===== config.mk =====
export PLATFORM = sky130hd
export DESIGN_NAME = urlencoded_form_parser_top
export DESIGN_NICKNAME = d
export VERILOG_FILES = /design/src/ufp_pkg.sv /design/src/urlencoded_form_parser_top.sv /design/src/ufp_front.sv /design/src/ufp_queue.sv /design/src/ufp_back.sv
export SDC_FILE = /design/constraint.sdc
export NUM_CORES = 1
export LEC_CHECK = 0
export BUFFER_PORTS_ARGS = -buffer_cell sky130_fd_sc_hd__buf_4
export CORE_MARGIN = 3
export CORE_UTILIZATION = 62
export DETAILED_ROUTE_END_ITERATION = 8
export PLACE_DENSITY = 0.8
export SYNTH_ARGS = -nofsm -noshare
export SYNTH_HDL_FRONTEND = slang
export SYNTH_SLANG_ARGS = --single-unit

===== constraint.sdc =====
create_clock -name clk -period 4.7 [get_ports clk]
set_clock_uncertainty 0.1 [all_clocks]
set_input_delay 0.235 -clock clk [delete_from_list [all_inputs] [get_ports clk]]
set_output_delay 0.235 -clock clk [all_outputs]
set_load 0.01 [all_outputs]

===== src/ufp_pkg.sv =====
// ----------------------------------------------------------------------------
// ufp_pkg: shared types and constants of the form body parser
// Result kinds, separator and escape characters, and the bundle of results
// that one body word produces.
// ----------------------------------------------------------------------------
`default_nettype none

package ufp_pkg;

  localparam logic [1:0] KIND_KEY = 2'd0;
  localparam logic [1:0] KIND_VAL = 2'd1;
  localparam logic [1:0] KIND_END = 2'd2;

  localparam logic [7:0] CH_AMP   = 8'h26;
  localparam logic [7:0] CH_SEMI  = 8'h3b;
  localparam logic [7:0] CH_EQ    = 8'h3d;
  localparam logic [7:0] CH_PLUS  = 8'h2b;
  localparam logic [7:0] CH_PCT   = 8'h25;
  localparam logic [7:0] CH_SPACE = 8'h20;

  localparam int unsigned MAX_RES = 3;

  typedef struct packed {
    logic [1:0] kind;
    logic [7:0] data;
  } res_t;

  typedef struct packed {
    logic [1:0]              cnt;
    res_t [MAX_RES-1:0]      slot;
  } bundle_t;

endpackage

`default_nettype wire


===== src/urlencoded_form_parser_top.sv =====
// ----------------------------------------------------------------------------
// urlencoded_form_parser_top: form body parser
// Input side: push a body word (in_func low, in_byte) or an end-of-body word
// (in_func high) while in_full is low. Output side: while out_empty is low,
// out_kind, out_byte and out_last show the oldest decoded word; pop takes it.
// Each input word yields zero to three output words, out_last marking the
// final one. The classifier takes one input word per cycle while in_full
// is low and places its results as one bundle in a queue of QUEUE_DEPTH
// bundles; the serializer drains one output word per cycle while out_pop
// is high. Results are registered in the queue before they show. Sustained
// rate is one input word per cycle while each word yields at most one
// result; words yielding two or three results need one pop each. When the
// receiver stalls, the queue fills and in_full rises; no word is lost.
// Reset synchronously clears the parser state and empties the queue.
// ----------------------------------------------------------------------------
`default_nettype none

module urlencoded_form_parser_top #(
  parameter int unsigned QUEUE_DEPTH = 4
) (
  input  wire logic       clk,
  input  wire logic       rst_n,
  input  wire logic       in_push,
  output logic            in_full,
  input  wire logic       in_func,
  input  wire logic [7:0] in_byte,
  output logic            out_empty,
  input  wire logic       out_pop,
  output logic [1:0]      out_kind,
  output logic [7:0]      out_byte,
  output logic            out_last
);

  ufp_pkg::bundle_t fr_bundle;
  ufp_pkg::bundle_t head;
  logic             fr_vld;
  logic             acc;
  logic             deq;
  logic             q_empty;

  assign acc       = in_push && !in_full;
  assign out_empty = q_empty;

  ufp_front u_front (
    .clk        (clk),
    .rst_n      (rst_n),
    .acc        (acc),
    .func       (in_func),
    .byte_in    (in_byte),
    .bundle     (fr_bundle),
    .bundle_vld (fr_vld)
  );

  ufp_queue #(
    .DEPTH (QUEUE_DEPTH)
  ) u_queue (
    .clk     (clk),
    .rst_n   (rst_n),
    .wr      (fr_vld),
    .wr_data (fr_bundle),
    .rd      (deq),
    .rd_data (head),
    .q_full  (in_full),
    .q_empty (q_empty)
  );

  ufp_back u_back (
    .clk      (clk),
    .rst_n    (rst_n),
    .head     (head),
    .head_vld (!q_empty),
    .pop      (out_pop),
    .deq      (deq),
    .kind     (out_kind),
    .data     (out_byte),
    .last     (out_last)
  );

  a_bundle_nonempty: assert property (@(posedge clk) disable iff (!rst_n)
    fr_vld |-> (fr_bundle.cnt != 2'd0))
    else $error("empty bundle written to queue");

  a_no_overflow: assert property (@(posedge clk) disable iff (!rst_n)
    fr_vld |-> !in_full)
    else $error("bundle written to full queue");

  a_kind_legal: assert property (@(posedge clk) disable iff (!rst_n)
    !out_empty |-> (out_kind == ufp_pkg::KIND_KEY || out_kind == ufp_pkg::KIND_VAL ||
                    out_kind == ufp_pkg::KIND_END))
    else $error("illegal result kind");

  a_end_zero: assert property (@(posedge clk) disable iff (!rst_n)
    (!out_empty && out_kind == ufp_pkg::KIND_END) |-> (out_byte == 8'h00))
    else $error("pair end word carries data");

endmodule

`default_nettype wire


===== src/ufp_front.sv =====
// ----------------------------------------------------------------------------
// ufp_front: byte classifier and parser state
// Decodes one body word per cycle while acc is high into a bundle of up to
// three results and keeps the key/value, pair and escape state.
// ----------------------------------------------------------------------------
`default_nettype none

module ufp_front (
  input  wire logic             clk,
  input  wire logic             rst_n,
  input  wire logic             acc,
  input  wire logic             func,
  input  wire logic [7:0]       byte_in,
  output ufp_pkg::bundle_t      bundle,
  output logic                  bundle_vld
);

  localparam logic [1:0] ESC_NONE = 2'd0;
  localparam logic [1:0] ESC_PCT  = 2'd1;
  localparam logic [1:0] ESC_HEX  = 2'd2;

  logic       iv_r, iv_nxt;
  logic       ks_r, ks_nxt;
  logic [1:0] esc_r, esc_nxt;
  logic [7:0] held_r, held_nxt;

  ufp_pkg::res_t [ufp_pkg::MAX_RES-1:0] slots;
  logic [1:0]                           n;

  function automatic logic [4:0] hex_val(input logic [7:0] c);
    logic [4:0] r;
    r = 5'd0;
    if (c >= 8'h30 && c <= 8'h39) begin
      r = {1'b1, 4'(c - 8'h30)};
    end else if (c >= 8'h41 && c <= 8'h46) begin
      r = {1'b1, 4'(c - 8'h37)};
    end else if (c >= 8'h61 && c <= 8'h66) begin
      r = {1'b1, 4'(c - 8'h57)};
    end
    return r;
  endfunction

  always_comb begin
    logic [4:0] hb;
    logic [4:0] hh;
    logic [1:0] dk;
    logic       do_plain;
    logic       sep;
    hb       = hex_val(byte_in);
    hh       = hex_val(held_r);
    dk       = iv_r ? ufp_pkg::KIND_VAL : ufp_pkg::KIND_KEY;
    do_plain = 1'b0;
    sep      = (byte_in == ufp_pkg::CH_AMP) || (byte_in == ufp_pkg::CH_SEMI);
    iv_nxt   = iv_r;
    ks_nxt   = ks_r;
    esc_nxt  = esc_r;
    held_nxt = held_r;
    slots    = '0;
    n        = 2'd0;
    if (func) begin
      if (esc_r == ESC_PCT) begin
        slots[n] = '{dk, ufp_pkg::CH_PCT};
        n = n + 2'd1;
      end else if (esc_r == ESC_HEX) begin
        slots[n] = '{dk, ufp_pkg::CH_PCT};
        n = n + 2'd1;
        slots[n] = '{dk, held_r};
        n = n + 2'd1;
      end
      if (ks_r) begin
        slots[n] = '{ufp_pkg::KIND_END, 8'h00};
        n = n + 2'd1;
      end
      iv_nxt   = 1'b0;
      ks_nxt   = 1'b0;
      esc_nxt  = ESC_NONE;
      held_nxt = 8'h00;
    end else if (esc_r == ESC_PCT) begin
      if (hb[4]) begin
        held_nxt = byte_in;
        esc_nxt  = ESC_HEX;
      end else begin
        esc_nxt  = ESC_NONE;
        slots[n] = '{dk, ufp_pkg::CH_PCT};
        n = n + 2'd1;
        do_plain = 1'b1;
      end
    end else if (esc_r == ESC_HEX) begin
      esc_nxt  = ESC_NONE;
      held_nxt = 8'h00;
      if (hb[4] && hh[4]) begin
        slots[n] = '{dk, {hh[3:0], hb[3:0]}};
        n = n + 2'd1;
      end else begin
        slots[n] = '{dk, ufp_pkg::CH_PCT};
        n = n + 2'd1;
        slots[n] = '{dk, held_r};
        n = n + 2'd1;
        do_plain = 1'b1;
      end
    end else begin
      esc_nxt  = ESC_NONE;
      do_plain = 1'b1;
    end
    if (do_plain && (ks_r || !sep)) begin
      ks_nxt = 1'b1;
      if (sep) begin
        slots[n] = '{ufp_pkg::KIND_END, 8'h00};
        n = n + 2'd1;
        iv_nxt = 1'b0;
        ks_nxt = 1'b0;
      end else if (byte_in == ufp_pkg::CH_EQ && !iv_r) begin
        iv_nxt = 1'b1;
      end else if (byte_in == ufp_pkg::CH_PLUS) begin
        slots[n] = '{dk, ufp_pkg::CH_SPACE};
        n = n + 2'd1;
      end else if (byte_in == ufp_pkg::CH_PCT) begin
        esc_nxt = ESC_PCT;
      end else begin
        slots[n] = '{dk, byte_in};
        n = n + 2'd1;
      end
    end
  end

  assign bundle     = '{cnt: n, slot: slots};
  assign bundle_vld = acc && (n != 2'd0);

  always_ff @(posedge clk) begin
    if (!rst_n) begin
      iv_r   <= 1'b0;
      ks_r   <= 1'b0;
      esc_r  <= ESC_NONE;
      held_r <= 8'h00;
    end else if (acc) begin
      iv_r   <= iv_nxt;
      ks_r   <= ks_nxt;
      esc_r  <= esc_nxt;
      held_r <= held_nxt;
    end
  end

endmodule

`default_nettype wire


===== src/ufp_queue.sv =====
// ----------------------------------------------------------------------------
// ufp_queue: bundle queue between classifier and output stage
// A small register queue of result bundles with occupancy count.
// ----------------------------------------------------------------------------
`default_nettype none

module ufp_queue #(
  parameter int unsigned DEPTH = 4
) (
  input  wire logic             clk,
  input  wire logic             rst_n,
  input  wire logic             wr,
  input  wire ufp_pkg::bundle_t wr_data,
  input  wire logic             rd,
  output ufp_pkg::bundle_t      rd_data,
  output logic                  q_full,
  output logic                  q_empty
);

  localparam int unsigned PTR_W = (DEPTH > 1) ? $clog2(DEPTH) : 1;
  localparam int unsigned CNT_W = $clog2(DEPTH + 1);

  ufp_pkg::bundle_t mem_r [DEPTH];
  logic [PTR_W-1:0] wp_r, rp_r;
  logic [CNT_W-1:0] cnt_r;

  assign q_full  = (cnt_r == CNT_W'(DEPTH));
  assign q_empty = (cnt_r == '0);
  assign rd_data = mem_r[rp_r];

  always_ff @(posedge clk) begin
    if (wr) begin
      mem_r[wp_r] <= wr_data;
    end
  end

  always_ff @(posedge clk) begin
    if (!rst_n) begin
      wp_r  <= '0;
      rp_r  <= '0;
      cnt_r <= '0;
    end else begin
      if (wr) begin
        wp_r <= (wp_r == PTR_W'(DEPTH - 1)) ? '0 : wp_r + PTR_W'(1);
      end
      if (rd) begin
        rp_r <= (rp_r == PTR_W'(DEPTH - 1)) ? '0 : rp_r + PTR_W'(1);
      end
      if (wr && !rd) begin
        cnt_r <= cnt_r + CNT_W'(1);
      end else if (rd && !wr) begin
        cnt_r <= cnt_r - CNT_W'(1);
      end
    end
  end

endmodule

`default_nettype wire


===== src/ufp_back.sv =====
// ----------------------------------------------------------------------------
// ufp_back: result serializer
// Presents the results of the oldest bundle one word at a time and marks
// the final one of each bundle.
// ----------------------------------------------------------------------------
`default_nettype none

module ufp_back (
  input  wire logic             clk,
  input  wire logic             rst_n,
  input  wire ufp_pkg::bundle_t head,
  input  wire logic             head_vld,
  input  wire logic             pop,
  output logic                  deq,
  output logic [1:0]            kind,
  output logic [7:0]            data,
  output logic                  last
);

  logic [1:0] sel_r;
  logic       take;

  assign take = pop && head_vld;
  assign last = (sel_r == head.cnt - 2'd1);
  assign deq  = take && last;
  assign kind = head.slot[sel_r].kind;
  assign data = head.slot[sel_r].data;

  always_ff @(posedge clk) begin
    if (!rst_n) begin
      sel_r <= 2'd0;
    end else if (take) begin
      sel_r <= last ? 2'd0 : sel_r + 2'd1;
    end
  end

endmodule

`default_nettype wire


# --- Yosys cells after proc, flatten, opt, wreduce, memory -nomap -nowiden ---
# Memories as Yosys holds them, arrays and structs flattened. A register that Yosys moved wholly into a read port is not among the register bits.
# Cells that the tools add are included.
classes:
  reduce_logical: 32
  bitwise_logic: 6
  magnitude_cmp: 17
  add_sub_neg: 14
  n_eq_ne: 12
  muxes: 81
ops:
  columns: ["operator", "count"]
  rows:
  - ["$mux 30", 6]
  - ["$mux 10", 10]
  - ["$bwmux 30", 2]
  - ["$not 27->27", 2]
  - ["$mux 2", 26]
  - ["$demux 10 s2", 2]
  - ["$eq 8x6->1 const B", 5]
  - ["$mux 20", 2]
  - ["$mux 8", 5]
  - ["$ge 8x7->1 const B", 4]
  - ["$le 8x7->1 const B", 4]
  - ["$mux 5", 6]
  - ["$and 18x27->27", 1]
  - ["$and 27x27->27", 1]
  - ["$bmux 10 s2", 1]
  - ["$mux 19", 1]
  - ["$mux 9", 2]
  - ["$logic_and 1x1->1", 17]
  - ["$ge 8x6->1 const B", 2]
  - ["$le 8x6->1 const B", 2]
  - ["$mux 1", 16]
  - ["$sub 4x3->4 const B", 4]
  - ["$add 2x1->2 const B", 5]
  - ["$lt 2x3->1 const B", 3]
  - ["20 further kinds", 33]
totals:
  mem_bits_rw: 128
  output_inout_bits: 13
  reg_bits: 21
  in_bits: 13
  n_memories: 1
mem_list:
  columns: ["name", "words", "width", "rd", "rd_clocked_by_memory_dff", "write_ports", "line_no", "source"]
  rows:
  - ["u_queue.mem_r", 4, 32, 1, 1, 1, "ufp_queue.sv:23", "ufp_pkg::bundle_t mem_r [DEPTH];"]

# --- Longest topological paths before layout ---
logic_depth:
  depth_word: 22
  ltp_mapped: 16
  ltp_nobuf: 16

# --- By module ---
# From an unflattened synthesis, not the netlist that was laid out.
hier_totals:
  hier_cells: 537
  hier_area_um2: 7410.9
by_module_without_submodules:
  columns: ["module", "area_each_um2", "cells_each", "instances"]
  rows:
  - ["ufp_queue", 5116.2, 211, 1]
  - ["ufp_front", 1929.4, 273, 1]
  - ["ufp_back", 347.8, 51, 1]
  - ["urlencoded_form_parser_top", 17.5, 2, 1]

# --- Least setup slack after synthesis ---
# No wires, ideal clock.
synth_timing:
  path_type: "flip-flop to flip-flop"
  startpoint: "register u_front.held_r[0]"
  endpoint: "register u_queue.cnt_r[2]"
  path_slack_ps: 915
  t_arrival_ps: 3610
  synth_period_minus_slack_ps: 3785
  t_required_ps: 4524
  stages_incl_launch_ff: 16
  path_cell_list: "dfxtp_1 -> ha_1 -> o21bai_1 -> a2111oi_4 -> a21oi_2 -> nor3_1 -> nor2_1 -> a21oi_1 -> ha_1 -> a31oi_4 -> ha_1 -> inv_1 -> fa_1 -> xor2_1 -> or3_1 -> a21boi_0"
synth_via:
  elab_chain_len: 21
synth_rtl:
  columns: ["element", "line_no", "source"]
  rows:
  - ["start, declared", "ufp_front.sv:25", "logic [7:0] held_r, held_nxt;"]
  - ["start signal, assigned", "ufp_front.sv:139", "held_r <= held_nxt;"]
  - ["$ge 8x7->1 or $le 8x7->1 (tied branches)", "ufp_front.sv:37", "end else if (c >= 8'h61 && c <= 8'h66) begin"]
  - ["$logic_and 1x1->1", "ufp_front.sv:37", null]
  - ["$mux 5", "ufp_front.sv:37", null]
  - ["$mux 5", "ufp_front.sv:35", "end else if (c >= 8'h41 && c <= 8'h46) begin"]
  - ["$mux 5 (*)", "ufp_front.sv:33", "if (c >= 8'h30 && c <= 8'h39) begin"]
  - ["$logic_and 1x1->1 (*)", "ufp_front.sv:91", "if (hb[4] && hh[4]) begin"]
  - ["$mux 2", "ufp_front.sv:91", null]
  - ["$mux 2", "ufp_front.sv:88", "end else if (esc_r == ESC_HEX) begin"]
  - ["[6 not listed]", null, null]
  - ["$mux 2", "ufp_front.sv:107", "if (sep) begin"]
  - ["$mux 2 (*)", "ufp_front.sv:105", "if (do_plain && (ks_r || !sep)) begin"]
  - ["$reduce_bool 2->1 (*)", "ufp_front.sv:127", "assign bundle_vld = acc && (n != 2'd0);"]
  - ["$logic_and 1x1->1 (*)", "ufp_front.sv:127", null]
  - ["named net fr_vld", "urlencoded_form_parser_top.sv:36", "logic fr_vld;"]
  - ["$logic_not 1->1", "ufp_queue.sv:51", "end else if (rd && !wr) begin"]
  - ["$logic_and 1x1->1", "ufp_queue.sv:51", null]
  - ["$reduce_bool 2->1 (no line)", null, null]
  - ["end signal, assigned", "ufp_queue.sv:50", "cnt_r <= cnt_r + CNT_W'(1);"]
  - ["end signal, assigned", "ufp_queue.sv:52", "cnt_r <= cnt_r - CNT_W'(1);"]
  - ["end, declared", "ufp_queue.sv:25", "logic [CNT_W-1:0] cnt_r;"]
# The timed path passes the listed nets; every way through them passes the cells marked *.
# A chain may end at the register's enable or synchronous reset.

# --- Final worst setup path ---
# Ends and elaborated chain as after synthesis.

==> metrics <==
register area share after synthesis=59.4%; Synth Register Bits=151; largest net degree at the start of global routing=33; remaining antenna violation count=0; initial antenna violation count=0; row count=38; number of global-route vias before repair=4621; CTS Buf Count=17; xor and xnor area share after synthesis=0.967%; CP Max Fanout=8; crit end category=flip-flop; post-synthesis mux area share=12.2%; slowest stage cell, crit path=a2111oi_4; Slew Viols, Final=0; chip height=114 um; Yosys warning total=0; layout cell share with drive strength beyond 1=19.4%; Largest delay share family, worst path=compound AO/OA/AOI/OAI gates; H-tree depth=4; wirelength, routed=16900 um; CP max stage delay=0.57 ns; largest family of logic cells by synthesized area=multiplexers; Worst-path clk slew=0.06 ns; final hold vios=0; Critical Path RT=4.95 ns; fraction of registers with async set/reset=0%; setup TNS=0 ns; Worst Setup Start Kind=flip-flop; IO Port Bufs=25; Leak Pwr=2.70 nW; first-pass GRT wire length=26700 um; Mean Syn Cell Area=14.2 um^2; Clk Latency, worst-skew pair=0.42 ns; kind of critical path=flip-flop to flip-flop; EDFF count, synth=128; status=complete, no violations; Max-Cap Viols=0; Compound-Gate Fraction of Synth Area=10.1%; Synth-to-Final Area Change=12.2%; top cells by count, synth=edfxtp_1 (128), nand2_1 (45), mux4_2 (32), inv_1 (24), dfxtp_1 (23); GRT overflow=0; Post-CTS Setup Inserts=0; post-DR vias/cell=6.63; Max clock buf depth=2; Slew headroom=42.9%; vias=4578; power after layout=3.45 mW; Unique masters post-synth=69; Simple-Gate Fraction of Synth Area=10.5%; num ports=26; gp weighted congestion=0.989; crit path buf inv count=1; top cells by area, synth=edfxtp_1 (53%), mux4_2 (9.9%), dfxtp_1 (6.4%); Starting DRT DRC Count=458; root buffer cell=clkbuf_16; RSZ-0062 raised after global routing=no; detailed placement HPWL=10600 um; post_cts resized=0; DIE AREA=13000 um^2; CTS tree=built; Max Clock Freq=233 MHz; peak supply drop=0.308 mV; Initial Util=65.1%; GRT Total Usage=28.3%; CTS Hold Bufs=0; min cycle time layout=4.29 ns; Clock Sinks=151; WL per Instance=24.5 um; area of the core=11100 um^2; CP cell instances=ha_1 > o21bai_1 > a2111oi_4 > a21oi_2 > nor4_4 > a211o_4 > ha_1 > a31oi_4 > ha_1 > inv_1 > fa_1 > xor2_1 > or3_1 > a21boi_0; Worst Hold Class=input port to flip-flop; share of the synthesized area in the top cell type=53.0%; Final Setup Violations=0; Synth Instances=511; CP Data Arrival Time=4.54 ns; Synth Cell Area=7250 um^2; top-count cell post-synth=edfxtp_1; chip width=114 um; most frequent CP cell=ha_1; n_diodes=0; Slew @ Worst Pin=0.849 ns; DRC=0; P per Cell Area=424 nW/um^2; Yosys top cell by area=edfxtp_1; Post-synth top flop=edfxtp_1; syn_nets=546; period utilisation layout=91.4%; post-synthesis adder-cell area fraction=3.90%; nets@finish=573; first-pass iteration count of the detailed router=5
[worst register-to-register path, cell delays in order (launching register included)]
cell and delay (ns):
dfxtp_1 0.50, ha_1 0.23, o21bai_1 0.11, a2111oi_4 0.57
a21oi_2 0.15, nor4_4 0.48, a211o_4 0.22, ha_1 0.28
a31oi_4 0.24, ha_1 0.23, inv_1 0.06, fa_1 0.38
xor2_1 0.18, or3_1 0.30, a21boi_0 0.17
[through the flow]
step	instance area, um^2	std cells	hold WS, ns	worst slack, ns	utilization, %
after floorplan	7250	511	0.284	0.915	-
after global placement	7540	659	0.381	0.648	67.7
after detailed placement	7540	659	0.406	0.419	67.7
after CTS	8130	691	0.0276	0.410	73.1
after global routing	8130	691	0.0533	0.0275	73.1
final	8130	691	0.0388	0.406	73.1
[sequential cells by signal, summed over array words and instances (netlist names), named ones only]
signal          flops
u_queue.mem_r     128
u_back.sel_r        2
u_front.ks_r        1
u_front.held_r      8
u_front.iv_r        1
u_queue.rp_r        2
u_front.esc_r       2
u_queue.wp_r        2
u_queue.cnt_r       3
[worst paths after layout]
check | start | end | slack [ns] | depth (start not counted)
max | u_front.held_r[0] | u_queue.cnt_r[2] | 0.41 | 14
min | in_byte[5] | u_front.held_r[5] | 0.04 | 3
max reg2reg | u_front.held_r[0] | u_queue.cnt_r[2] | 0.41 | 14
min reg2reg | u_front.ks_r | u_front.ks_r | 0.41 | 2
[kinds of logic (layout without fill, tap and decap cells)]
family / after synthesis / in the layout
buf+inv: 48 / 88
xor+xnor: 8 / 8
flops: 151 / 151
mux: 48 / 48
fa+ha+maj: 22 / 22
compound gates: 96 / 96
simple gates: 138 / 138
[final cells by class]
type | instances | area, um^2
Fill cell | 734 | 2990
Clock buffer | 21 | 440
Tap cell | 140 | 175
Timing Repair Buffer | 32 | 240
Sequential cell | 151 | 4310
Clock inverter | 11 | 155
Inverter | 24 | 90.1
Multi-Input combinational cell | 312 | 2730
[placed cells by master (no fill, tap or decap), drive strengths merged, types with 15 or more instances in the layout]
cell type,instances
edfxtp,128
nand2,45
mux4,32
buf,32
inv,24
dfxtp,23
ha,21
clkbuf,21
nand3,19
o21ai,16
mux2i,16
a21oi,15
[layer usage]
layer | global-route usage [%] | up-vias | wire (um)
met3 | 5.13 | 42 | 1210
met1 | 37.4 | 2263 | 6580
met4 | 12.4 | 0 | 548
li1 | - | 2033 | -
met5 | 0 | - | 0
met2 | 46.4 | 240 | 8610
[power by group]
group | internal [mW] | switching (mW) | total, mW
registers | 1.52 | 0.0473 | 1.57
clock network | 0.879 | 0.502 | 1.38
logic | 0.227 | 0.274 | 0.501
Power figures use the tool's default switching activity.
